[src/rmsd_pkg.sv]
// Shared types and constants for the running mean / standard deviation block.
// No dependencies.
package rmsd_pkg;

  localparam int SAMPLE_BITS = 32;  // significant bits of a sample, sign extended
  localparam int FRAC_BITS   = 16;
  localparam int COUNT_BITS  = 32;

  localparam int DATA_W = 32;
  localparam int SUM_W  = 64;
  localparam int STEP_W = 7;

  // mean numerator is 33 bits, variance numerator is the full sum
  localparam logic [STEP_W-1:0] MEAN_DIV_STEPS = STEP_W'(DATA_W + 1);
  localparam logic [STEP_W-1:0] VAR_DIV_STEPS  = STEP_W'(SUM_W);

  typedef enum logic [3:0] {
    S_IDLE,
    S_DIFF,
    S_MEAN_DIV,
    S_MEAN_WAIT,
    S_MEAN,
    S_DEV,
    S_MUL,
    S_ACC,
    S_VAR_DIV,
    S_VAR_WAIT,
    S_ROOT,
    S_ROOT_WAIT,
    S_DONE
  } rmsd_state_t;

  typedef struct packed {
    logic                     valid;
    logic signed [DATA_W-1:0] x;
  } rmsd_head_t;

  typedef struct packed {
    logic              start;
    logic [SUM_W-1:0]  dividend;
    logic [DATA_W-1:0] divisor;
    logic [STEP_W-1:0] steps;
  } rmsd_div_req_t;

endpackage

[src/rmsd_front.sv]
// Input side: two-beat sample queue with sign extension of the sample.
// Depends on rmsd_pkg.
module rmsd_front
  import rmsd_pkg::*;
(
  input  logic              clk,
  input  logic              rst,
  input  logic              push,
  output logic              full,
  input  logic [DATA_W-1:0] sample,
  output rmsd_head_t        head,
  input  logic              take
);

  logic signed [SAMPLE_BITS-1:0] low;
  logic signed [DATA_W-1:0]      x_in;
  logic signed [DATA_W-1:0]      slot [2];
  logic                          wr_ptr;
  logic                          rd_ptr;
  logic [1:0]                    fill;
  logic                          do_push;
  logic                          do_take;

  assign low     = sample[SAMPLE_BITS-1:0];
  assign x_in    = DATA_W'(low);
  assign full    = fill[1];
  assign do_push = push & ~full;
  assign do_take = take & head.valid;

  assign head.valid = (fill != 2'd0);
  assign head.x     = slot[rd_ptr];

  always_ff @(posedge clk) begin
    if (rst) begin
      fill   <= 2'd0;
      wr_ptr <= 1'b0;
      rd_ptr <= 1'b0;
    end else begin
      if (do_push) wr_ptr <= ~wr_ptr;
      if (do_take) rd_ptr <= ~rd_ptr;
      unique case ({do_push, do_take})
        2'b10:   fill <= fill + 2'd1;
        2'b01:   fill <= fill - 2'd1;
        default: fill <= fill;
      endcase
    end
  end

  always_ff @(posedge clk) begin
    if (do_push) slot[wr_ptr] <= x_in;
  end

endmodule

[src/rmsd_divider.sv]
// Restoring divider, one quotient bit per cycle; dividend register doubles as quotient.
// Depends on rmsd_pkg.
module rmsd_divider
  import rmsd_pkg::*;
(
  input  logic              clk,
  input  logic              rst,
  input  rmsd_div_req_t     req,
  output logic              busy,
  output logic [SUM_W-1:0]  quotient
);

  logic [SUM_W-1:0]  dvd;
  logic [DATA_W-1:0] rem;
  logic [DATA_W-1:0] dsr;
  logic [STEP_W-1:0] left;
  logic [DATA_W:0]   rem_sh;
  logic [DATA_W+1:0] diff;
  logic              fits;

  assign rem_sh   = {rem, dvd[SUM_W-1]};
  assign diff     = {1'b0, rem_sh} - {2'b00, dsr};
  assign fits     = ~diff[DATA_W+1];
  assign busy     = (left != '0);
  assign quotient = dvd;

  always_ff @(posedge clk) begin
    if (rst) begin
      left <= '0;
    end else if (req.start) begin
      left <= req.steps;
    end else if (busy) begin
      left <= left - STEP_W'(1);
    end
  end

  always_ff @(posedge clk) begin
    if (req.start) begin
      dvd <= req.dividend;
      rem <= '0;
      dsr <= req.divisor;
    end else if (busy) begin
      rem <= fits ? diff[DATA_W-1:0] : rem_sh[DATA_W-1:0];
      dvd <= {dvd[SUM_W-2:0], fits};
    end
  end

endmodule

[src/rmsd_sqrt.sv]
// Digit-by-digit integer square root, one root bit per cycle (floor result).
// Depends on rmsd_pkg.
module rmsd_sqrt
  import rmsd_pkg::*;
(
  input  logic              clk,
  input  logic              rst,
  input  logic              start,
  input  logic [SUM_W-1:0]  radicand,
  output logic              busy,
  output logic [DATA_W-1:0] root
);

  logic [SUM_W-1:0]  rad;
  logic [DATA_W+1:0] rem;
  logic [5:0]        left;
  logic [DATA_W+3:0] rem_sh;
  logic [DATA_W+3:0] trial;
  logic [DATA_W+4:0] diff;
  logic              fits;

  assign rem_sh = {rem, rad[SUM_W-1 -: 2]};
  assign trial  = {2'b00, root, 2'b01};
  assign diff   = {1'b0, rem_sh} - {1'b0, trial};
  assign fits   = ~diff[DATA_W+4];
  assign busy   = (left != 6'd0);

  always_ff @(posedge clk) begin
    if (rst) begin
      left <= 6'd0;
    end else if (start) begin
      left <= 6'(DATA_W);
    end else if (busy) begin
      left <= left - 6'd1;
    end
  end

  always_ff @(posedge clk) begin
    if (start) begin
      rad  <= radicand;
      rem  <= '0;
      root <= '0;
    end else if (busy) begin
      // remainder stays below 2*root+1, so it fits back in its register
      rem  <= fits ? diff[DATA_W+1:0] : rem_sh[DATA_W+1:0];
      root <= {root[DATA_W-2:0], fits};
      rad  <= {rad[SUM_W-3:0], 2'b00};
    end
  end

endmodule

[src/rmsd_back.sv]
// Back end: sequencer for the Welford update, running state and the result register.
// Depends on rmsd_pkg, rmsd_divider and rmsd_sqrt.
module rmsd_back
  import rmsd_pkg::*;
(
  input  logic                     clk,
  input  logic                     rst,
  input  rmsd_head_t               head,
  output logic                     take,
  input  logic                     pop,
  output logic                     out_valid,
  output logic signed [DATA_W-1:0] running_mean,
  output logic [DATA_W-1:0]        std_deviation,
  output logic [DATA_W-1:0]        sample_count,
  output logic                     saturated
);

  rmsd_state_t state, state_next;

  // running state
  logic signed [DATA_W-1:0] mean_reg;
  logic [SUM_W-1:0]         sum;
  logic [COUNT_BITS-1:0]    count_reg;
  logic                     flag;

  // per-sample working registers
  logic signed [DATA_W-1:0] x;
  logic [DATA_W-1:0]        m;
  logic                     at_max;
  logic [DATA_W-1:0]        mag;
  logic                     neg;
  logic signed [DATA_W-1:0] new_mean;
  logic [DATA_W-1:0]        dev;
  logic [SUM_W-1:0]         prod;
  logic [DATA_W-1:0]        std_reg;

  // control
  rmsd_div_req_t     div_req;
  logic              div_busy;
  logic [SUM_W-1:0]  quotient;
  logic              sqrt_start;
  logic              sqrt_busy;
  logic [DATA_W-1:0] root;
  logic              out_load;

  // datapath terms
  logic              count_full;
  logic [DATA_W:0]   d;
  logic [DATA_W:0]   e;
  logic [DATA_W:0]   num;
  logic [DATA_W-1:0] r;
  logic [SUM_W-1:0]  term;
  logic [SUM_W:0]    acc;
  logic              std_ovf;

  assign count_full = (count_reg == '1);
  assign d   = {x[DATA_W-1], x} - {mean_reg[DATA_W-1], mean_reg};
  assign e   = {x[DATA_W-1], x} - {new_mean[DATA_W-1], new_mean};
  assign num = {1'b0, mag} + {2'b00, m[DATA_W-1:1]};
  assign r   = quotient[DATA_W-1:0];
  assign term = prod >> FRAC_BITS;
  assign acc  = {1'b0, sum} + {1'b0, term};
  assign std_ovf = ((quotient >> (SUM_W - FRAC_BITS)) != '0);

  rmsd_divider u_div (
    .clk      (clk),
    .rst      (rst),
    .req      (div_req),
    .busy     (div_busy),
    .quotient (quotient)
  );

  rmsd_sqrt u_sqrt (
    .clk      (clk),
    .rst      (rst),
    .start    (sqrt_start),
    .radicand (quotient << FRAC_BITS),
    .busy     (sqrt_busy),
    .root     (root)
  );

  always_comb begin
    state_next = state;
    unique case (state)
      S_IDLE:      if (head.valid) state_next = S_DIFF;
      S_DIFF:      state_next = S_MEAN_DIV;
      S_MEAN_DIV:  state_next = S_MEAN_WAIT;
      S_MEAN_WAIT: if (!div_busy) state_next = S_MEAN;
      S_MEAN:      state_next = S_DEV;
      S_DEV:       state_next = S_MUL;
      S_MUL:       state_next = S_ACC;
      S_ACC:       state_next = S_VAR_DIV;
      S_VAR_DIV:   state_next = S_VAR_WAIT;
      S_VAR_WAIT:  if (!div_busy) state_next = S_ROOT;
      S_ROOT:      state_next = std_ovf ? S_DONE : S_ROOT_WAIT;
      S_ROOT_WAIT: if (!sqrt_busy) state_next = S_DONE;
      S_DONE:      if (!out_valid || pop) state_next = S_IDLE;
      default:     state_next = S_IDLE;
    endcase
  end

  always_comb begin
    take             = 1'b0;
    div_req.start    = 1'b0;
    div_req.dividend = {num, {(SUM_W - DATA_W - 1){1'b0}}};
    div_req.divisor  = m;
    div_req.steps    = MEAN_DIV_STEPS;
    sqrt_start       = 1'b0;
    out_load         = 1'b0;
    unique case (state)
      S_IDLE:     take = head.valid;
      S_MEAN_DIV: div_req.start = 1'b1;
      S_VAR_DIV: begin
        div_req.start    = 1'b1;
        div_req.dividend = sum;
        div_req.steps    = VAR_DIV_STEPS;
      end
      S_ROOT:     sqrt_start = ~std_ovf;
      S_DONE:     out_load = ~out_valid | pop;
      default: ;
    endcase
  end

  always_ff @(posedge clk) begin
    if (rst) begin
      state     <= S_IDLE;
      mean_reg  <= '0;
      sum       <= '0;
      count_reg <= '0;
      flag      <= 1'b0;
      out_valid <= 1'b0;
    end else begin
      state <= state_next;
      if (state == S_ACC) begin
        mean_reg  <= new_mean;
        sum       <= acc[SUM_W] ? '1 : acc[SUM_W-1:0];
        count_reg <= m[COUNT_BITS-1:0];
        flag      <= flag | at_max | acc[SUM_W];
      end
      if (out_load) out_valid <= 1'b1;
      else if (pop) out_valid <= 1'b0;
    end
  end

  always_ff @(posedge clk) begin
    if (take) begin
      x      <= head.x;
      at_max <= count_full;
      m      <= count_full ? DATA_W'(count_reg) : DATA_W'(count_reg) + DATA_W'(1);
    end
    if (state == S_DIFF) begin
      neg <= d[DATA_W];
      mag <= d[DATA_W] ? DATA_W'(-d) : d[DATA_W-1:0];
    end
    // the rounded step never overshoots the sample, so 32-bit wrap is safe
    if (state == S_MEAN) new_mean <= neg ? mean_reg - r : mean_reg + r;
    if (state == S_DEV)  dev <= e[DATA_W] ? DATA_W'(-e) : e[DATA_W-1:0];
    if (state == S_MUL)  prod <= mag * dev;
    if (state == S_ROOT && std_ovf) std_reg <= '1;
    if (state == S_ROOT_WAIT && !sqrt_busy) std_reg <= root;
    if (out_load) begin
      running_mean  <= mean_reg;
      std_deviation <= std_reg;
      sample_count  <= DATA_W'(count_reg);
      saturated     <= flag;
    end
  end

endmodule

[src/running_mean_std_deviation_top.sv]
// Top level of the running mean / population standard deviation block.
// Depends on rmsd_pkg, rmsd_front and rmsd_back.

// Each sample (signed, 16 fraction bits) updates a Welford running mean, the sum of
// squared deviations and the count, and yields one result beat: the new mean, the
// population standard deviation sqrt(sum/count) and the count, with a sticky flag
// once the count or the sum saturates. Samples are handled one after another while
// the result register is free: a bit-serial divider works out the mean step and then
// sum/count, a bit-serial square root follows, and the sequencer steps through its
// own states around these units. When the deviation saturates the root is skipped.
// A finished result waits in the last step until the result register frees up. A
// two-beat input queue and a result register let the block take samples while a
// result waits to be popped.
module running_mean_std_deviation_top
  import rmsd_pkg::*;
(
  input  logic                     clk,
  input  logic                     rst,
  input  logic                     push,
  output logic                     full,
  input  logic signed [DATA_W-1:0] sample,
  output logic                     empty,
  input  logic                     pop,
  output logic signed [DATA_W-1:0] running_mean,
  output logic [DATA_W-1:0]        std_deviation,
  output logic [DATA_W-1:0]        sample_count,
  output logic                     saturated
);

  rmsd_head_t head;
  logic       take;
  logic       out_valid;

  assign empty = ~out_valid;

  rmsd_front u_front (
    .clk    (clk),
    .rst    (rst),
    .push   (push),
    .full   (full),
    .sample (sample),
    .head   (head),
    .take   (take)
  );

  rmsd_back u_back (
    .clk           (clk),
    .rst           (rst),
    .head          (head),
    .take          (take),
    .pop           (pop),
    .out_valid     (out_valid),
    .running_mean  (running_mean),
    .std_deviation (std_deviation),
    .sample_count  (sample_count),
    .saturated     (saturated)
  );

`ifndef SYNTHESIS
  a_count_nonzero: assert property (@(posedge clk) disable iff (rst)
    !empty |-> sample_count != '0)
    else $error("result beat with zero sample count");

  a_sat_sticky: assert property (@(posedge clk) disable iff (rst)
    (!empty && pop && saturated) |=> (empty || saturated))
    else $error("saturation flag cleared");

  a_full_has_head: assert property (@(posedge clk) disable iff (rst)
    full |-> head.valid)
    else $error("queue full with no head beat");
`endif

endmodule
[config.mk]
export PLATFORM = sky130hd
export DESIGN_NAME = running_mean_std_deviation_top
export DESIGN_NICKNAME = d
export VERILOG_FILES = /design/src/rmsd_pkg.sv /design/src/rmsd_front.sv /design/src/rmsd_divider.sv /design/src/rmsd_sqrt.sv /design/src/rmsd_back.sv /design/src/running_mean_std_deviation_top.sv
export SDC_FILE = /design/constraint.sdc
export NUM_CORES = 2
export LEC_CHECK = 0
export BUFFER_PORTS_ARGS = -buffer_cell sky130_fd_sc_hd__clkbuf_2
export CAP_MARGIN = 20
export CORE_MARGIN = 2
export CORE_UTILIZATION = 40
export DETAILED_ROUTE_END_ITERATION = 6
export GPL_ROUTABILITY_DRIVEN = 0
export GPL_TIMING_DRIVEN = 0
export SYNTH_ARGS = -nofsm -noshare
export SYNTH_HDL_FRONTEND = slang
export SYNTH_SLANG_ARGS = --single-unit
[constraint.sdc]
create_clock -name clk -period 17.1 [get_ports clk]
set_input_delay 0.855 -clock clk [delete_from_list [all_inputs] [get_ports clk]]
set_output_delay 0.855 -clock clk [all_outputs]
set_load 0.05 [all_outputs]
# Word-level counts from Yosys, hierarchy flattened
# Memory sizes are Yosys's and may differ from the RTL's. A register that Yosys moved wholly into a read port is not among the register bits.
# Cells that the tools add are included.
[word_totals]
register_bits = 716
mem_bits_rw = 64
wordCells = 132
mem_count = 1
[memory_table]
columns = ["memory", "depth", "width", "rd", "rd_clocked_by_memory_dff", "wr", "line", "source"]
rows = [
  ["u_front.slot", 2, 32, 1, 1, 1, "rmsd_front.sv:17", "logic signed [DATA_W-1:0] slot [2];"],
]
[classes]
add_sub_neg = 15
n_mul = 1
n_eq_ne = 20
muxes = 35
bitwise = 12
n_reduce_logical = 18
[op_table]
columns = ["op", "n"]
rows = [
  ["64-bit 2-to-1 mux", 6],
  ["32-bit 2-to-1 mux", 7],
  ["32-bit by 32-bit subtractor with 33-bit output", 2],
  ["64-bit by 48-bit adder with 65-bit output", 1],
  ["32-bit by 32-bit multiplier with 64-bit output", 1],
  ["32-bit negation", 2],
  ["64-bit nonzero test", 1],
  ["4-bit one-hot mux with 13 select lines", 1],
  ["36-bit by 34-bit subtractor with 37-bit output", 1],
  ["34-bit 2-to-1 mux", 1],
  ["33-bit by 32-bit subtractor with 34-bit output", 1],
  ["32-bit by 31-bit adder with 33-bit output", 1],
  ["32-bit by 1-bit adder with 32-bit output, second input constant", 1],
  ["32-bit adder", 1],
  ["32-bit equality test, second input constant", 1],
  ["32-bit subtractor", 1],
  ["7-bit 2-to-1 mux", 3],
  ["4-bit equality test, second input constant", 5],
  ["4-bit 2-to-1 mux", 5],
  ["4-bit by 3-bit equality test with 1-bit output, second input constant", 4],
  ["6-bit 2-to-1 mux", 2],
  ["2-bit nonzero test", 6],
  ["4-bit by 2-bit equality test with 1-bit output, second input constant", 2],
  ["1-bit 2-to-1 mux", 8],
  ["other kinds (22)", 37],
]

# Logic depth before layout (Yosys ltp)
[logic_depth]
depth_word = 5
depth_mapped = 31
depth_no_buf = 30

# Cells and area by module
# A second synthesis with hierarchy kept.
[unflattened]
hier_cells = 7962
hier_area_um2 = 77355.4
[by_module_without_submodules]
columns = ["module", "instances", "cells_each", "area_per_inst_um2"]
rows = [
  ["rmsd_back", 1, 6380, 60136.4],
  ["rmsd_sqrt", 1, 779, 7393.3],
  ["rmsd_divider", 1, 679, 7303.3],
  ["rmsd_front", 1, 123, 2518.7],
  ["running_mean_std_deviation_top", 1, 1, 3.8],
]

# Least setup slack after synthesis
# No wires, ideal clock.
[synth_path]
kind = "reg-to-reg"
from = "register u_back.mag[16]"
to = "register u_back.prod[54], data pin"
setup_time_ns = 0.261
arrival_ns = 7.410
required_ns = 16.839
setup_slack_ns = 9.429
path_stages_with_launch = 28
path_buffers = 1
period_less_slack_ns = 7.671
path_cell_list = "edfxtp_1 -> clkbuf_1 -> and2_1 -> fa_1 -> inv_1 -> fa_1 -> fa_1 -> fa_1 -> inv_1 -> fa_1 -> inv_1 -> fa_1 -> inv_1 -> fa_1 -> fa_1 -> ha_1 -> a21o_1 -> a21oi_1 -> o21bai_1 -> nor4_1 -> a21oi_1 -> nand4_1 -> o31ai_1 -> a41oi_1 -> o21a_1 -> o21ai_0 -> nand2_1 -> a311o_1"
[synth_via]
elab_chain_len = 1
[synth_lines]
columns = ["element", "line", "source"]
rows = [
  ["start: declaration", "rmsd_back.sv:30", "logic [DATA_W-1:0] mag;"],
  ["start signal: assignment", "rmsd_back.sv:153", "mag <= d[DATA_W] ? DATA_W'(-d) : d[DATA_W-1:0];"],
  ["32-bit by 32-bit multiplier with 64-bit output", "rmsd_back.sv:158", "if (state == S_MUL) prod <= mag * dev;"],
  ["end signal: assignment", "rmsd_back.sv:158", ""],
  ["end: declaration", "rmsd_back.sv:34", "logic [SUM_W-1:0] prod;"],
]
# No other way between the ends.
# A chain may end at the register's enable or synchronous reset.

# Worst setup path after layout
# Ends and elaborated chain as after synthesis.

==> flow_metrics.tcl <==
set metrics [dict create \
    flops_latches_synth 796 \
    final_layout_size_suffix_gt1_frac 0.04467 \
    overflow 0 \
    post_synth_inst_count 7909 \
    clock_sink_count 796 \
    clock_tree.htree_level_count 3 \
    finalNetCount 9598 \
    grt_start_max_net_pins 65 \
    critical_path.startpoint "u_back.mag[16]$_DFFE_PP_" \
    floorplan.die.height_um 438.5 \
    synth_enable_flop_cells 547 \
    number_of_maximum_capacitance_violations 0 \
    achievable_frequency_mhz 96.76 \
    first_pass_iters 6 \
    post-route-period-util 0.6044 \
    slew_headroom 0.1440 \
    worst_ep_required_time_ns 17.54 \
    avgViaCountPerCell 5.589 \
    synthesis.area_per_instance_um2 9.548 \
    cp_max_fo 10 \
    status "completed" \
    worst_setup_path_end_kind "flip-flop" \
    synth-async-reset-ratio 0 \
    drt_drc_violations_left 0 \
    die-width_um 438.5 \
    cts_root_buf "clkbuf_16" \
    setup_viol 0 \
    initial_utilization 0.4025 \
    cp_data_arrival_time_ns 10.77 \
    synthesis.nets 9353 \
    seq_area_frac_synth 0.2835 \
    crit_path_start_kind "flip-flop" \
    final_antenna_net_count 0 \
    timing.reg2reg.setup_slack_ns 6.76 \
    pin_count 135 \
    worst_hold_path_type "input pin to flip-flop" \
    synthTopCellsByCount "inv_1 (1099), nand2_1 (1004), fa_1 (901)" \
    min_period_ns 10.34 \
    library_cell_occupying_the_most_area_in_the_post_synthesis_netlist "fa_1" \
    post-route-worst-setup-slack_ns 6.765 \
    numPortBuffers 133 \
    finalSetupTns_ns 0 \
    yosysUniqueCellTypes 86 \
    antenna_found_initial 23 \
    grt_pass1_vias 58720 \
    core_mm2 0.1876 \
    die_area_mm2 0.1923 \
    ys.flop_type "edfxtp_1" \
    syn-cell-area_mm2 0.07552 \
    num_vias 59990 \
    synthMostInstantiatedCell "inv_1" \
    met2_usage 0.3920 \
    area_share_of_the_leading_cell_type_in_the_synthesized_netlist 0.2388 \
    worst_r2r_startpoint "u_back.mag[16]$_DFFE_PP_" \
    yosysWarningCount 0 \
    fin_worst_skew_ns 0.02608 \
    worst_slew_pin_tran_ns 1.284 \
    rsz0062_at_grt "no" \
    timing.final.max_slew_violations 0 \
    cts.repair.resized 0 \
    grt_util_met3 0.06911 \
    groute.layer.met1.usage 0.3572 \
    detail_route.wl_per_cell_um 23.96 \
    dpl_worst_slack_ns 6.885 \
    layout-area-overhead-vs-synth_pct 9.161 \
    path_class "flip-flop to flip-flop" \
    hold_viol_final 0 \
    min_from "sample[2]" \
    cts.repair_timing.setup_buffer_count 0 \
    dp.final_hpwl_um 207200 \
    cts_tree "yes" \
    grt_use_total 0.2652 \
    number_of_buffers_created_by_cts 77 \
    clk_path_buf_depth 3 \
    grt_first_pass_wirelength_um 378600 \
    fp-row-count 159 \
    dr.first_iter.drc_count 6430 \
    cts.reportedPaths.clkPinSlew_ns 0.07 \
    clock_latency_ns 0.70 \
    wirelength_um 257100 \
    globalRoute.busiestLayer "met2" \
    hold_buffers 0 \
    synth_top_cells_by_area "fa_1 (24%), edfxtp_1 (22%), ha_1 (8.4%)" \
]
-- placed cells by master, fill, tap and decap left out, drive strengths merged, types with 35 or more instances in the layout --
cell,n
a21o,136
a21oi,513
a31oi,53
and2,618
and3,48
buf,41
clkbuf,602
dfxtp,249
edfxtp,547
fa,901
ha,507
inv,1105
nand2,1004
nand2b,43
nand3,85
nand4,49
nor2,348
nor2b,54
nor3,71
nor4,35
o21a,42
o21ai,258
o21bai,44
xnor2,235
xor2,150
-- worst max-delay path, cell delays in order (launching register included) --
cell      delay (ns)
edfxtp_1        1.04
clkbuf_1        0.94
and2_1          0.28
fa_1            0.44
inv_1           0.09
fa_1            0.42
fa_1            0.49
fa_1            0.55
inv_1           0.05
fa_1            0.50
inv_1           0.06
fa_1            0.53
inv_1           0.06
fa_1            0.38
fa_1            0.55
ha_1            0.42
a21o_1          0.14
a21oi_1         0.08
o21bai_1        0.19
nor4_1          0.08
a21oi_1         0.49
nand4_1         0.24
o31ai_1         0.59
a41oi_1         0.31
o21a_1          0.32
o21ai_0         0.40
nand2_1         0.11
a311o_1         0.32
-- area by class of cell --
class,count,area [um2]
clock buffers,104,2151
clock inverters,37,349.1
repair buffers,166,1149
fillers,18100,105200
diodes,23,57.56
multi-input cells,5640,48660
flip-flops and latches,796,21410
well taps,2495,3122
inverters,1100,4130
plain buffers,373,1405
-- layer usage --
metal  wire length [um]  part of all wire
met1             104300              0.41
met2             109100              0.42
met3              27000              0.11
met4              16520             0.064
met5                149           0.00058
-- through the flow --
| stage | hold slack [ns] | instance area (um2) | std cells | utilization |
|---|---|---|---|---|
| floorplan | 0.4003 | 75520 | 7909 | - |
| global placement | 0.4021 | 79310 | 10540 | 0.4227 |
| detailed placement | 0.4045 | 79840 | 10570 | 0.4256 |
| CTS | 0.3226 | 82340 | 10710 | 0.4389 |
| global route | 0.3275 | 82380 | 10710 | 0.4391 |
| finish | 0.3595 | 82440 | 10730 | 0.4394 |
-- cell families (layout without fill, tap and decap cells) --
group	count (synthesis)	in the layout	synth area share
compound gates	1345	1345	0.1102
xor+xnor	385	385	0.04465
fa+ha+maj	1408	1408	0.3228
buf+inv	1473	1780	0.07328
flops	796	796	0.2835
mux	65	65	0.009179
other cells	0	23	0
simple gates	2437	2437	0.1563
-- worst paths after layout --
check	end	depth (start not counted)
max	u_back.prod[54]$_DFFE_PP_	27
min	u_front.slot[0][2]$_DFFE_PP_	1
max reg2reg	u_back.prod[54]$_DFFE_PP_	27
min reg2reg	u_back.std_deviation[14]$_DFFE_PP_	0
Power is not shown: default switching activity piles up to over one toggle a cycle in this logic, so the estimate is an artifact.
